<file path="config.mk">
export PLATFORM = sky130hd
export DESIGN_NAME = ac_ir_frame_transmitter_top
export DESIGN_NICKNAME = d
export VERILOG_FILES = /design/src/hw/rtl/acir_pkg.sv /design/src/hw/rtl/acir_settings.sv /design/src/hw/rtl/acir_envelope.sv /design/src/hw/rtl/ac_ir_frame_transmitter_top.sv
export SDC_FILE = /design/constraint.sdc
export NUM_CORES = 1
export LEC_CHECK = 0
export ABC_AREA = 1
export BUFFER_PORTS_ARGS = -buffer_cell sky130_fd_sc_hd__buf_2
export CORE_ASPECT_RATIO = 0.8
export CORE_MARGIN = 2
export CORE_UTILIZATION = 42
export DETAILED_ROUTE_END_ITERATION = 7
export HOLD_SLACK_MARGIN = 0.05
export PLACE_DENSITY = 0.55
export SLEW_MARGIN = 20
export SYNTH_ARGS = -nofsm -noshare
export SYNTH_HDL_FRONTEND = slang
export SYNTH_SLANG_ARGS = --single-unit
</file>
<file path="constraint.sdc">
create_clock -name clk -period 3.06 [get_ports clk]
set_input_delay 0.459 -clock clk [delete_from_list [all_inputs] [get_ports clk]]
set_output_delay 0.459 -clock clk [all_outputs]
set_load 0.01 [all_outputs]
</file>
<file path="src/hw/rtl/acir_pkg.sv">
`default_nettype none

package acir_pkg;

    localparam int FRAME_WORDS = 6;
    localparam int NUM_REGS    = 8;
    localparam int REG_W       = 16;
    localparam int WORD_W      = 16;

    localparam logic [5:0] MIN_TEMP = 6'd16;
    localparam logic [5:0] MAX_TEMP = 6'd31;

    localparam logic [5:0] CODE_TEMP_LO = 6'd16;
    localparam logic [5:0] CODE_TEMP_HI = 6'd31;

    localparam logic [15:0] WORD_PREAMBLE = 16'hFF00;
    localparam logic [15:0] WORD_TOGGLE   = 16'hFF00;
    localparam logic [15:0] WORD_STEADY   = 16'h7F80;
    localparam logic [15:0] WORD_FOOTER   = 16'h54AB;

    localparam logic [7:0] PS_ON_FIXED   = 8'hB4;
    localparam logic [7:0] PS_ON_SWING   = 8'hA5;
    localparam logic [7:0] PS_OFF_FIXED  = 8'hF0;
    localparam logic [7:0] PS_OFF_SWING  = 8'hE1;
    localparam logic [7:0] MODE_CODE_OFF = 8'hB4;

    localparam logic [2:0] MODE_OFF  = 3'd0;
    localparam logic [2:0] MODE_COOL = 3'd2;
    localparam logic [2:0] MODE_FAN  = 3'd5;

    // Configuration register indexes.
    localparam logic [2:0] REG_HEADER_MARK  = 3'd0;
    localparam logic [2:0] REG_HEADER_SPACE = 3'd1;
    localparam logic [2:0] REG_BIT_MARK     = 3'd2;
    localparam logic [2:0] REG_ONE_SPACE    = 3'd3;
    localparam logic [2:0] REG_ZERO_SPACE   = 3'd4;
    localparam logic [2:0] REG_FOOTER_MARK1 = 3'd5;
    localparam logic [2:0] REG_FOOTER_GAP   = 3'd6;
    localparam logic [2:0] REG_FOOTER_MARK2 = 3'd7;

    localparam logic [NUM_REGS-1:0][REG_W-1:0] REG_RESET = {
        16'd616, 16'd7372, 16'd608, 16'd1600, 16'd3600, 16'd608, 16'd7392, 16'd6234
    };

    localparam logic REQ_CONTROL = 1'b0;
    localparam logic REQ_TICK    = 1'b1;

    typedef struct packed {
        logic [2:0] mode_in;
        logic       has_mode;
        logic       swing_in;
        logic       has_swing;
        logic [1:0] fan_in;
        logic       has_fan;
        logic [5:0] temp_in;
        logic       has_temp;
    } ctrl_fields_t;

    typedef struct packed {
        logic                              start;
        logic [FRAME_WORDS-1:0][WORD_W-1:0] words;
    } frame_req_t;

    typedef struct packed {
        logic led_on;
        logic busy;
        logic started;
        logic rejected;
    } env_status_t;

    typedef struct packed {
        logic       we;
        logic [2:0] addr;
        logic [15:0] data;
    } cfg_write_t;

    function automatic logic [7:0] temp_code(input logic [3:0] idx);
        logic [7:0] code;
        case (idx)
            4'd0:    code = 8'hF0;
            4'd1:    code = 8'h78;
            4'd2:    code = 8'hB4;
            4'd3:    code = 8'h3C;
            4'd4:    code = 8'hD2;
            4'd5:    code = 8'h5A;
            4'd6:    code = 8'h96;
            4'd7:    code = 8'h1E;
            4'd8:    code = 8'hE1;
            4'd9:    code = 8'h69;
            4'd10:   code = 8'hA5;
            4'd11:   code = 8'h2D;
            4'd12:   code = 8'hC3;
            4'd13:   code = 8'h4B;
            4'd14:   code = 8'h87;
            default: code = 8'h0F;
        endcase
        return code;
    endfunction

    function automatic logic [7:0] mode_code(input logic [2:0] mode);
        logic [7:0] code;
        case (mode)
            3'd1:    code = 8'hF0;
            3'd3:    code = 8'hE1;
            3'd4:    code = 8'hD2;
            3'd5:    code = 8'h96;
            default: code = 8'hB4;
        endcase
        return code;
    endfunction

    function automatic logic [7:0] fan_code(input logic [1:0] fan);
        logic [7:0] code;
        case (fan)
            2'd0:    code = 8'hF0;
            2'd1:    code = 8'h96;
            2'd2:    code = 8'hD2;
            default: code = 8'hB4;
        endcase
        return code;
    endfunction

endpackage

`default_nettype wire

</file>
<file path="src/hw/rtl/acir_settings.sv">
`default_nettype none

module acir_settings (
    input  wire logic                 clk,
    input  wire logic                 rst_n,
    input  wire logic                 ctrl_fire,
    input  wire acir_pkg::ctrl_fields_t fields,
    output acir_pkg::frame_req_t      req,
    output logic                      power_on,
    output logic [5:0]                set_temp
);
    import acir_pkg::*;

    logic       power_reg;
    logic [2:0] mode_reg;
    logic [1:0] fan_reg;
    logic       swing_reg;
    logic [5:0] temp_reg;

    logic       power_next;
    logic [2:0] mode_next;
    logic [1:0] fan_next;
    logic       swing_next;
    logic [5:0] temp_next;
    logic       send;
    logic       toggle;
    logic [2:0] mode_req;
    logic [5:0] code_temp;
    logic [7:0] ps_code;
    logic [7:0] mcode;

    always_comb
    begin
        power_next = power_reg;
        mode_next  = mode_reg;
        fan_next   = fan_reg;
        swing_next = swing_reg;
        temp_next  = temp_reg;
        send       = 1'b0;
        toggle     = 1'b0;
        mode_req   = (fields.mode_in > MODE_FAN) ? MODE_COOL : fields.mode_in;

        if (fields.has_temp)
        begin
            if (fields.temp_in < MIN_TEMP)
                temp_next = MIN_TEMP;
            else if (fields.temp_in > MAX_TEMP)
                temp_next = MAX_TEMP;
            else
                temp_next = fields.temp_in;
            send = 1'b1;
        end
        if (fields.has_fan)
        begin
            fan_next = fields.fan_in;
            send     = 1'b1;
        end
        if (fields.has_swing)
        begin
            swing_next = fields.swing_in;
            send       = 1'b1;
        end
        if (fields.has_mode)
        begin
            if (mode_req == MODE_OFF)
            begin
                if (power_reg)
                begin
                    toggle     = 1'b1;
                    power_next = 1'b0;
                    send       = 1'b1;
                end
            end
            else
            begin
                if (!power_reg)
                begin
                    toggle     = 1'b1;
                    power_next = 1'b1;
                end
                mode_next = mode_req;
                send      = 1'b1;
            end
        end

        if (temp_next < CODE_TEMP_LO)
            code_temp = CODE_TEMP_LO;
        else if (temp_next > CODE_TEMP_HI)
            code_temp = CODE_TEMP_HI;
        else
            code_temp = temp_next;

        if (power_next)
            ps_code = swing_next ? PS_ON_SWING : PS_ON_FIXED;
        else
            ps_code = swing_next ? PS_OFF_SWING : PS_OFF_FIXED;
        mcode = power_next ? mode_code(mode_next) : MODE_CODE_OFF;
    end

    assign req.start    = ctrl_fire && send;
    assign req.words[0] = WORD_PREAMBLE;
    assign req.words[1] = WORD_PREAMBLE;
    assign req.words[2] = toggle ? WORD_TOGGLE : WORD_STEADY;
    assign req.words[3] = {ps_code, fan_code(fan_next)};
    assign req.words[4] = {temp_code(4'(code_temp - CODE_TEMP_LO)), mcode};
    assign req.words[5] = WORD_FOOTER;

    assign power_on = ctrl_fire ? power_next : power_reg;
    assign set_temp = ctrl_fire ? temp_next : temp_reg;

    always_ff @(posedge clk or negedge rst_n)
    begin
        if (!rst_n)
        begin
            power_reg <= 1'b0;
            mode_reg  <= MODE_COOL;
            fan_reg   <= 2'd0;
            swing_reg <= 1'b0;
            temp_reg  <= 6'd24;
        end
        else if (ctrl_fire)
        begin
            power_reg <= power_next;
            mode_reg  <= mode_next;
            fan_reg   <= fan_next;
            swing_reg <= swing_next;
            temp_reg  <= temp_next;
        end
    end

endmodule

`default_nettype wire

</file>
<file path="src/hw/rtl/acir_envelope.sv">
`default_nettype none

module acir_envelope (
    input  wire logic                clk,
    input  wire logic                rst_n,
    input  wire logic                fire,
    input  wire logic                req_type,
    input  wire acir_pkg::frame_req_t req,
    input  wire acir_pkg::cfg_write_t cfg,
    output logic                     idle,
    output acir_pkg::env_status_t    status
);
    import acir_pkg::*;

    typedef enum logic [2:0] {
        PH_IDLE, PH_HMARK, PH_HSPACE, PH_BMARK, PH_BSPACE, PH_FMARK1, PH_FGAP, PH_FMARK2
    } phase_t;

    localparam logic [6:0] LAST_BIT = 7'(FRAME_WORDS * WORD_W - 1);

    phase_t                  phase_reg, phase_next;
    logic [6:0]              bit_pos_reg, bit_pos_next;
    logic [REG_W-1:0]        seg_left_reg, seg_left_next;
    logic [REG_W-1:0]        cfg_reg [NUM_REGS];
    logic [WORD_W-1:0]       words_reg [FRAME_WORDS];
    logic                    level;
    logic                    cur_bit;
    logic [2:0]              word_idx;

    assign idle     = (phase_reg == PH_IDLE);
    assign word_idx = bit_pos_reg[6:4];
    assign level    = (phase_reg == PH_HMARK) || (phase_reg == PH_BMARK) ||
                      (phase_reg == PH_FMARK1) || (phase_reg == PH_FMARK2);

    always_comb
    begin
        if (word_idx < 3'(FRAME_WORDS))
            cur_bit = words_reg[word_idx][4'd15 - bit_pos_reg[3:0]];
        else
            cur_bit = 1'b0;
    end

    always_comb
    begin
        phase_next     = phase_reg;
        bit_pos_next   = bit_pos_reg;
        seg_left_next  = seg_left_reg;
        status         = '0;

        if (fire && (req_type == REQ_TICK))
        begin
            if (!idle)
            begin
                status.led_on = level;
                status.busy   = 1'b1;
                if (seg_left_reg > 16'd1)
                    seg_left_next = seg_left_reg - 16'd1;
                else
                begin
                    case (phase_reg)
                        PH_HMARK:
                        begin
                            phase_next    = PH_HSPACE;
                            seg_left_next = cfg_reg[REG_HEADER_SPACE];
                        end
                        PH_HSPACE:
                        begin
                            bit_pos_next  = '0;
                            phase_next    = PH_BMARK;
                            seg_left_next = cfg_reg[REG_BIT_MARK];
                        end
                        PH_BMARK:
                        begin
                            phase_next    = PH_BSPACE;
                            seg_left_next = cur_bit ? cfg_reg[REG_ONE_SPACE]
                                                    : cfg_reg[REG_ZERO_SPACE];
                        end
                        PH_BSPACE:
                        begin
                            if (bit_pos_reg >= LAST_BIT)
                            begin
                                phase_next    = PH_FMARK1;
                                seg_left_next = cfg_reg[REG_FOOTER_MARK1];
                            end
                            else
                            begin
                                bit_pos_next  = bit_pos_reg + 7'd1;
                                phase_next    = PH_BMARK;
                                seg_left_next = cfg_reg[REG_BIT_MARK];
                            end
                        end
                        PH_FMARK1:
                        begin
                            phase_next    = PH_FGAP;
                            seg_left_next = cfg_reg[REG_FOOTER_GAP];
                        end
                        PH_FGAP:
                        begin
                            phase_next    = PH_FMARK2;
                            seg_left_next = cfg_reg[REG_FOOTER_MARK2];
                        end
                        default:
                        begin
                            phase_next    = PH_IDLE;
                            seg_left_next = '0;
                            bit_pos_next  = '0;
                        end
                    endcase
                end
            end
        end
        else if (fire)
        begin
            if (!idle)
            begin
                status.rejected = 1'b1;
                status.busy     = 1'b1;
                status.led_on   = level;
            end
            else if (req.start)
            begin
                bit_pos_next   = '0;
                phase_next     = PH_HMARK;
                seg_left_next  = cfg_reg[REG_HEADER_MARK];
                status.started = 1'b1;
                status.busy    = 1'b1;
                status.led_on  = 1'b1;
            end
        end
    end

    always_ff @(posedge clk or negedge rst_n)
    begin
        if (!rst_n)
        begin
            phase_reg    <= PH_IDLE;
            bit_pos_reg  <= '0;
            seg_left_reg <= '0;
            for (int i = 0; i < NUM_REGS; i++)
            begin
                cfg_reg[i] <= REG_RESET[i];
            end
        end
        else
        begin
            phase_reg    <= phase_next;
            bit_pos_reg  <= bit_pos_next;
            seg_left_reg <= seg_left_next;
            if (cfg.we)
                cfg_reg[cfg.addr] <= cfg.data;
        end
    end

    // The frame buffer holds the whole frame and is always written before it is read.
    always_ff @(posedge clk)
    begin
        if (fire && (req_type == REQ_CONTROL) && idle && req.start)
        begin
            for (int i = 0; i < FRAME_WORDS; i++)
            begin
                words_reg[i] <= req.words[i];
            end
        end
    end

endmodule

`default_nettype wire

</file>
<file path="src/hw/rtl/ac_ir_frame_transmitter_top.sv">
// Infrared remote transmitter for an air conditioner, envelope level only.
// Input stream: tuser carries the kind of beat (0 control, 1 one-microsecond
// tick); tdata carries the control fields. Output stream: one result beat for
// every input beat, in order, with the envelope level and status flags.
// Configuration: cfg_we, cfg_addr and cfg_wdata write the eight segment
// length registers (header mark and space, bit mark, one and zero space,
// footer marks and gap); they are to be written only while the block is idle,
// which the block does not enforce. An accepted beat goes through the input
// register and then the result register. Throughput is one beat per cycle
// while the receiver does not stall; the settings update and envelope step
// are each a single pass of logic between these two registers.
// A stalled receiver holds the result register, and s_tready then falls once
// the input register is also full; no beat is dropped.
// Reset restores the default segment lengths, power off, cool mode, auto fan,
// swing off, 24 degrees, and leaves both registers empty.
`default_nettype none

module ac_ir_frame_transmitter_top (
    input  wire logic        clk,
    input  wire logic        rst_n,
    input  wire logic        s_tvalid,
    output logic             s_tready,
    // has_temp, temp_in[5:0], has_fan, fan_in[1:0], has_swing, swing_in,
    // has_mode, mode_in[2:0]
    input  wire logic [15:0] s_tdata,
    // req_type
    input  wire logic [0:0]  s_tuser,
    output logic             m_tvalid,
    input  wire logic        m_tready,
    // led_on, busy_res, frame_started, rejected, power_on, set_temp[5:0], zero fill
    output logic [15:0]      m_tdata,
    input  wire logic        cfg_we,
    input  wire logic [2:0]  cfg_addr,
    input  wire logic [15:0] cfg_wdata
);
    import acir_pkg::*;

    logic               in_valid_reg;
    logic               in_type_reg;
    ctrl_fields_t       in_fields_reg;
    logic               out_valid_reg;
    logic [15:0]        out_data_reg;

    logic               fire;
    logic               ctrl_fire;
    logic               env_idle;
    frame_req_t         req;
    env_status_t        status;
    cfg_write_t         cfg;
    logic               power_on;
    logic [5:0]         set_temp;

    assign fire      = in_valid_reg && (!out_valid_reg || m_tready);
    assign s_tready  = !in_valid_reg || fire;
    assign ctrl_fire = fire && (in_type_reg == REQ_CONTROL) && env_idle;

    assign cfg.we   = cfg_we;
    assign cfg.addr = cfg_addr;
    assign cfg.data = cfg_wdata;

    acir_settings u_settings (
        .clk       (clk),
        .rst_n     (rst_n),
        .ctrl_fire (ctrl_fire),
        .fields    (in_fields_reg),
        .req       (req),
        .power_on  (power_on),
        .set_temp  (set_temp)
    );

    acir_envelope u_envelope (
        .clk      (clk),
        .rst_n    (rst_n),
        .fire     (fire),
        .req_type (in_type_reg),
        .req      (req),
        .cfg      (cfg),
        .idle     (env_idle),
        .status   (status)
    );

    always_ff @(posedge clk or negedge rst_n)
    begin
        if (!rst_n)
        begin
            in_valid_reg  <= 1'b0;
            out_valid_reg <= 1'b0;
        end
        else
        begin
            if (s_tready)
                in_valid_reg <= s_tvalid;
            if (fire)
                out_valid_reg <= 1'b1;
            else if (m_tready)
                out_valid_reg <= 1'b0;
        end
    end

    always_ff @(posedge clk)
    begin
        if (s_tready && s_tvalid)
        begin
            in_type_reg   <= s_tuser[0];
            in_fields_reg <= ctrl_fields_t'(s_tdata);
        end
        if (fire)
        begin
            out_data_reg <= {5'd0, set_temp, power_on, status.rejected, status.started,
                             status.busy, status.led_on};
        end
    end

    assign m_tvalid = out_valid_reg;
    assign m_tdata  = out_data_reg;

endmodule

`default_nettype wire

</file>
After elaboration in Yosys (flattened, before gate mapping)
Memory sizes are Yosys's and may differ from the RTL's.
Index checks and enable logic that the tools add are counted.

operators by class
  add/sub/neg operators = 4
  magnitude comparators = 11
  eq/ne operators = 17
  muxes and demuxes = 71
  bitwise gates (word level) = 3
  reduce and logical (&&, ||, !) cells = 27

operators by type and width
  operator                                                     number
  two-way mux 16 bit                                           10
  bitwise mux 128 bit                                          1
  one-hot mux 16 bit (6 select lines)                          1
  two-way mux 7 bit                                            8
  demux 16 bit (select 3 bit)                                  1
  two-way mux 3 bit                                            11
  one-hot mux 7 bit (4 select lines)                           1
  two-way mux 6 bit                                            4
  two-way mux 1 bit                                            21
  one-hot mux 7 bit (3 select lines)                           1
  equality test 3 bit (second input constant)                  6
  one-hot mux 3 bit (6 select lines)                           1
  > comparator 16 x 1 -> 1 bit (second input constant)         1
  subtractor 16 x 1 -> 16 bit (second input constant)          1
  one-hot mux 7 bit (2 select lines)                           1
  > comparator 6 x 5 -> 1 bit (second input constant)          2
  less-than comparator 6 x 5 -> 1 bit (second input constant)  2
  two-way mux 5 bit                                            2
  equality test 3 x 2 -> 1 bit (second input constant)         3
  logical AND 1 bit                                            8
  two-way mux 2 bit                                            4
  two-way mux 4 bit                                            2
  two-way mux 8 bit                                            1
  nonzero test 2 bit                                           4
  27 further kinds                                             36

word-level totals
  register bits = 197
  bits in writable memories = 96
  bits in read-only memories = 128
  input bits = 41
  output and inout port bits = 18
  memories kept = 2

memories
  memory                words  bits a word  read ports  clocked after Yosys merged registers in  write ports  line                 source
  (name not given)      16     8            1           0                                        0            acir_pkg.sv:79       case (idx)
  u_envelope.words_reg  6      16           1           0                                        6            acir_envelope.sv:25  logic [WORD_W-1:0] words_reg [FRAME_WORDS];

Logic depth before layout (Yosys ltp)
  depth after elaboration = 11
  gate-level depth with buffers = 18

Cells and area by module
Synthesis repeated with hierarchy kept, for this count alone.

second synthesis, totals
  cell total of the unflattened synthesis = 1,620
  area, all modules = 14,226.1 µm²

modules (own cells, without submodules)
  module                       times used  cells each  area an instance (µm²)  seq. area each (µm²)
  acir_envelope                1           1,373       11,802.6                6,781.5
  acir_settings                1           198         1,428.9                 329.1
  ac_ir_frame_transmitter_top  1           49          994.7                   890.9

Least setup slack after synthesis
Ideal clock, no wire load.

  path type = input to register
  start point = input m_tready
  end point = register u_envelope.bit_pos_reg[6]
  library setup time = 77 ps
  arrival = 2,545 ps
  required time = 2,983 ps
  setup slack = 437 ps
  cell stages on the path = 14
  cells stage by stage = inv_1 -> nand2_1 -> nand2_1 -> inv_1 -> nand2_1 -> clkbuf_1 -> ha_1 -> nor2_1 -> nand2_2 -> a21oi_4 -> nand3_4 -> clkinv_2 -> nand4_2 -> a21oi_1

between the ends
  word-level cells in the longest chain between the ends = 7

ends and longest elaborated chain
  element                          line                               source
  start: declaration               ac_ir_frame_transmitter_top.sv:29  input wire logic m_tready,
  logical OR 1 bit *               ac_ir_frame_transmitter_top.sv:53  assign fire = in_valid_reg && (!out_valid_reg || m_tready);
  logical AND 1 bit *              ac_ir_frame_transmitter_top.sv:53
  via fire                         ac_ir_frame_transmitter_top.sv:44  logic fire;
  logical AND 1 bit (2 in series)  ac_ir_frame_transmitter_top.sv:55  assign ctrl_fire = fire && (in_type_reg == REQ_CONTROL) && env_idle;
  logical AND 1 bit                acir_settings.sv:100               assign req.start = ctrl_fire && send;
  nonzero test 2 bit (no line)     n/a
  AND reduction 7 bit (no line)    n/a
  end signal: assignment           acir_envelope.sv:147               bit_pos_reg <= bit_pos_next;
  end: declaration                 acir_envelope.sv:22                logic [6:0] bit_pos_reg, bit_pos_next;

Mark *: on every way through the listed nets, which the timed path passes. The rest lies on a longest branch.
A chain may end at the register's enable or synchronous reset.

Worst setup path in the final report
  start point = register u_envelope.seg_left_reg[0]
  end point = register u_envelope.bit_pos_reg[6]

between the ends
  word-level cells in the longest chain between the ends = 3

ends and longest elaborated chain
  element                        line                  source
  start: declaration             acir_envelope.sv:23   logic [REG_W-1:0] seg_left_reg, seg_left_next;
  start signal: assignment       acir_envelope.sv:148  seg_left_reg <= seg_left_next;
  > comparator 16 x 1 -> 1 bit   acir_envelope.sv:56   if (seg_left_reg > 16'd1)
  != test 2 bit (no line)        n/a
  AND reduction 7 bit (no line)  n/a

Every way passes these cells.

==> impl_results.md <==
* Status: completed
* Min-Delay Path Depth at 1
* Kind of critical path: reg2reg
* Max Clk Rate at slightly below 400 MHz
* Post-layout util at approximately 49%
* Total CTS buffers at 24
* Vias per cell at approximately 5
* Worst hold start: s_tdata[4]
* Synth Instances at 1252
* Placement Cell Area at between 10000 and 15000 µm²
* Most frequent cells in the layout: nand2_1, inv_1, o21ai_0
* Distinct cell type count after synthesis at 44
* DR WL/cell at 15.5 µm
* CP required at 3.49 ns
* Worst min path class: in2reg
* Iteration-0 DRC Markers at 813
* Die height at 145 µm
* Reg2reg start: u_envelope.seg_left_reg[0]$_DFFE_PN0P_
* Seq cells post-synth at ~220
* Cells on worst reg2reg path at 12
* H-tree depth at 1
* Register area share after synthesis at ~56%
* Routability Congestion at between 0.8 and 0.9
* I/O pin count at 59
* Final Power at ~11000 µW
* Worst reg-to-reg setup slack at 0.50 ns
* Maximum root-to-sink buffer count at 3
* Post-DP HPWL at 17700 µm
* Setup TNS at 0 ns
* Fillers at 2374
* Grt ovf at 0
* Area grow syn2layout at 15.0%
* Initial Util at 42.9%
* Max reg flops at approximately 130
* Final setup fails at 0
* Post-layout instance area at 12100 µm²
* Hold Violations, Final at 0
* Antenna violations before repair at 0
* Pins Over Slew Limit at 0
* Reg-to-Reg End: u_envelope.bit_pos_reg[6]$_DFFE_PN0P_
* Static Leak at between 0.005 and 0.006 µW
* Clock sink count at about 220
* Clk root buf: clkbuf_16
* Worst Path Arrival at 2.99 ns
* Total number of vias at roughly 8300
* TritonCTS clock tree: done
* WHS at 0.105 ns
* Ys flop type: dfrtp_1
* PwrDens at around 880 nW/µm²
* Remaining DRCs at 0
* Post-synth design cell area at 10500 µm²
* Max VDD drop at 0.429 mV
* Slew HR at roughly 37%
* Most common cell after layout, fill and taps aside: nand2_1
* DRT Pass-1 Iters at 5
* Die width at ~180 µm
* Global-route wire length before repair at 43200 µm
* Synth async-reset ratio at 76.5%
* Layout cells sized above 1 at a little over an eighth
* Clk Latency, worst-skew pair at 0.53 ns
* Max Cap Viol at 0
* Yosys warns at 0
* Clock-pin slew on the worst setup and hold paths at 0.06 ns
* Vias in the first global route at approximately 7900
* Post-synth EDFFs at 52
* Overall die area at between 20000 and 30000 µm²
* Antenna-violating nets left at 0
* Placement Rows at between 50 and 60
* Nature of the critical path endpoint: register
* RSZ-0062 raised after global routing: no
* IO Port Bufs at 53
* Post-Route WL at ~26000 µm
* Nets at between 1000 and 1500
* Final period util at a little over four fifths
* Clock period minus worst slack at 2.56 ns
* Worst slew pin tran at 0.939 ns
* Ant diodes at 0
* Largest net degree at the start of global routing at between 60 and 70
* Crit path max fanout at 8
* Core area at around 24000 µm²
* Worst Hold Endpoint: in_fields_reg[4]$_DFFE_PP_
* Skew final at 0.0225 ns
* Avg Cell Area, Syn at approximately 8.4 µm²
* GRT Total Usage at between 20% and 30%
* Startpoint types: register
[power by group]
group          switching [µW]  internal (µW)
sequential                459           3800
clock                    1210           1970
combinational            2110           1100
total                    3780           6870
[worst max path at each step]
stage | slack (ns) | start | endpoint | depth (start not counted)
after global routing | 0.11 | u_envelope.bit_pos_reg[6]$_DFFE_PN0P_ | u_envelope.seg_left_reg[5]$_DFFE_PN0P_ | 15
after global placement | 0.33 | u_envelope.bit_pos_reg[6]$_DFFE_PN0P_ | u_envelope.seg_left_reg[5]$_DFFE_PN0P_ | 16
final | 0.50 | u_envelope.seg_left_reg[0]$_DFFE_PN0P_ | u_envelope.bit_pos_reg[6]$_DFFE_PN0P_ | 12
after CTS | 0.27 | u_envelope.bit_pos_reg[6]$_DFFE_PN0P_ | u_envelope.seg_left_reg[9]$_DFFE_PN0P_ | 16
after detailed placement | 0.27 | u_envelope.bit_pos_reg[6]$_DFFE_PN0P_ | u_envelope.seg_left_reg[9]$_DFFE_PN0P_ | 16
after floorplan | 0.44 | m_tready | u_envelope.bit_pos_reg[6]$_DFFE_PN0P_ | 14
[critical path, stage by stage, from the launching register on]
cell and delay, ns:
dfrtp_1 0.44, inv_1 0.12, ha_1 0.19, nand2_1 0.11
nor2_1 0.23, nand2_1 0.16, inv_1 0.14, o21ai_2 0.19
a21oi_4 0.29, nand3_4 0.19, clkinv_2 0.15, nand4_2 0.10
a21oi_1 0.17
[per-layer routing]
layer / share of wire, % / vias to the layer above / GRT usage, %
li1: - / 4142 / -
met1: 56 / 3859 / 35.2
met2: 37 / 223 / 26.0
met3: 5.1 / 31 / 2.36
met4: 1.6 / 0 / 3.79
met5: 0 / - / 0
[cell families (layout without fill, tap and decap cells)]
kind of cell,after synthesis,count (layout),share of synthesized area (%)
compound gates,266,266,13.5
xor+xnor,10,10,0.836
fa+ha+maj,8,8,0.955
buf+inv,228,304,8.52
flops,221,221,55.7
other cells,1,5,0.0358
simple gates,518,518,20.4
[what timing repair did]
| action | in CTS | in global routing |
|---|---|---|
| endpoints found under the setup margin | 0 | 16 |
| hold buffers | 1 | 0 |
| endpoints found under the hold margin | 50 | 0 |
| resized for setup | 0 | 1 |
| buffers inserted | 0 | 3 |
[cell usage after synthesis, types with 2 or more instances]
| cell | instances | share of area, % |
|---|---|---|
| nand2_2 | 6 | 0.36 |
| o221ai_1 | 3 | 0.25 |
| nand2_1 | 373 | 13 |
| clkinv_1 | 2 | 0.072 |
| nor3_1 | 10 | 0.48 |
| nor3_4 | 2 | 0.31 |
| inv_1 | 172 | 6.2 |
| ha_1 | 8 | 0.96 |
| o211ai_1 | 3 | 0.21 |
| nor4_1 | 3 | 0.18 |
| a21oi_1 | 74 | 3.5 |
| inv_2 | 2 | 0.072 |
| clkbuf_1 | 38 | 1.4 |
| edfxtp_1 | 52 | 15 |
| nand3_1 | 55 | 2.6 |
| or2_2 | 2 | 0.12 |
| buf_2 | 5 | 0.24 |
| buf_4 | 8 | 0.57 |
| o22ai_1 | 12 | 0.72 |
| nand4_1 | 5 | 0.30 |
| dfstp_2 | 39 | 9.8 |
| a211oi_1 | 3 | 0.21 |
| nor3b_1 | 2 | 0.14 |
| o21ai_1 | 2 | 0.096 |
| o21a_1 | 2 | 0.14 |
| nor2_1 | 55 | 2.0 |
| xor2_1 | 8 | 0.67 |
| o21ai_0 | 156 | 7.4 |
| xnor2_1 | 2 | 0.17 |
| dfrtp_1 | 130 | 31 |
| a22oi_1 | 3 | 0.21 |
| a31oi_1 | 3 | 0.18 |
[layout make-up]
type	count	area, µm²	area share, %
tap	318	398	3.30
clock inverter	16	241	2.00
sequential	221	5840	48.4
timing repair buffer	83	512	4.24
multi-input combinational	807	3780	31.3
inverter	177	666	5.52
clock buffer	28	626	5.19
[stage by stage]
| step | cells | setup WS (ns) |
|---|---|---|
| 2_1_floorplan | 1256 | 0.437 |
| 3_3_place_gp | 1602 | 0.335 |
| 3_5_place_dp | 1602 | 0.273 |
| 4_1_cts | 1647 | 0.268 |
| 5_1_grt | 1650 | 0.108 |
| 6_report | 1650 | 0.497 |
No activity file was read; power rests on OpenSTA's default activity.
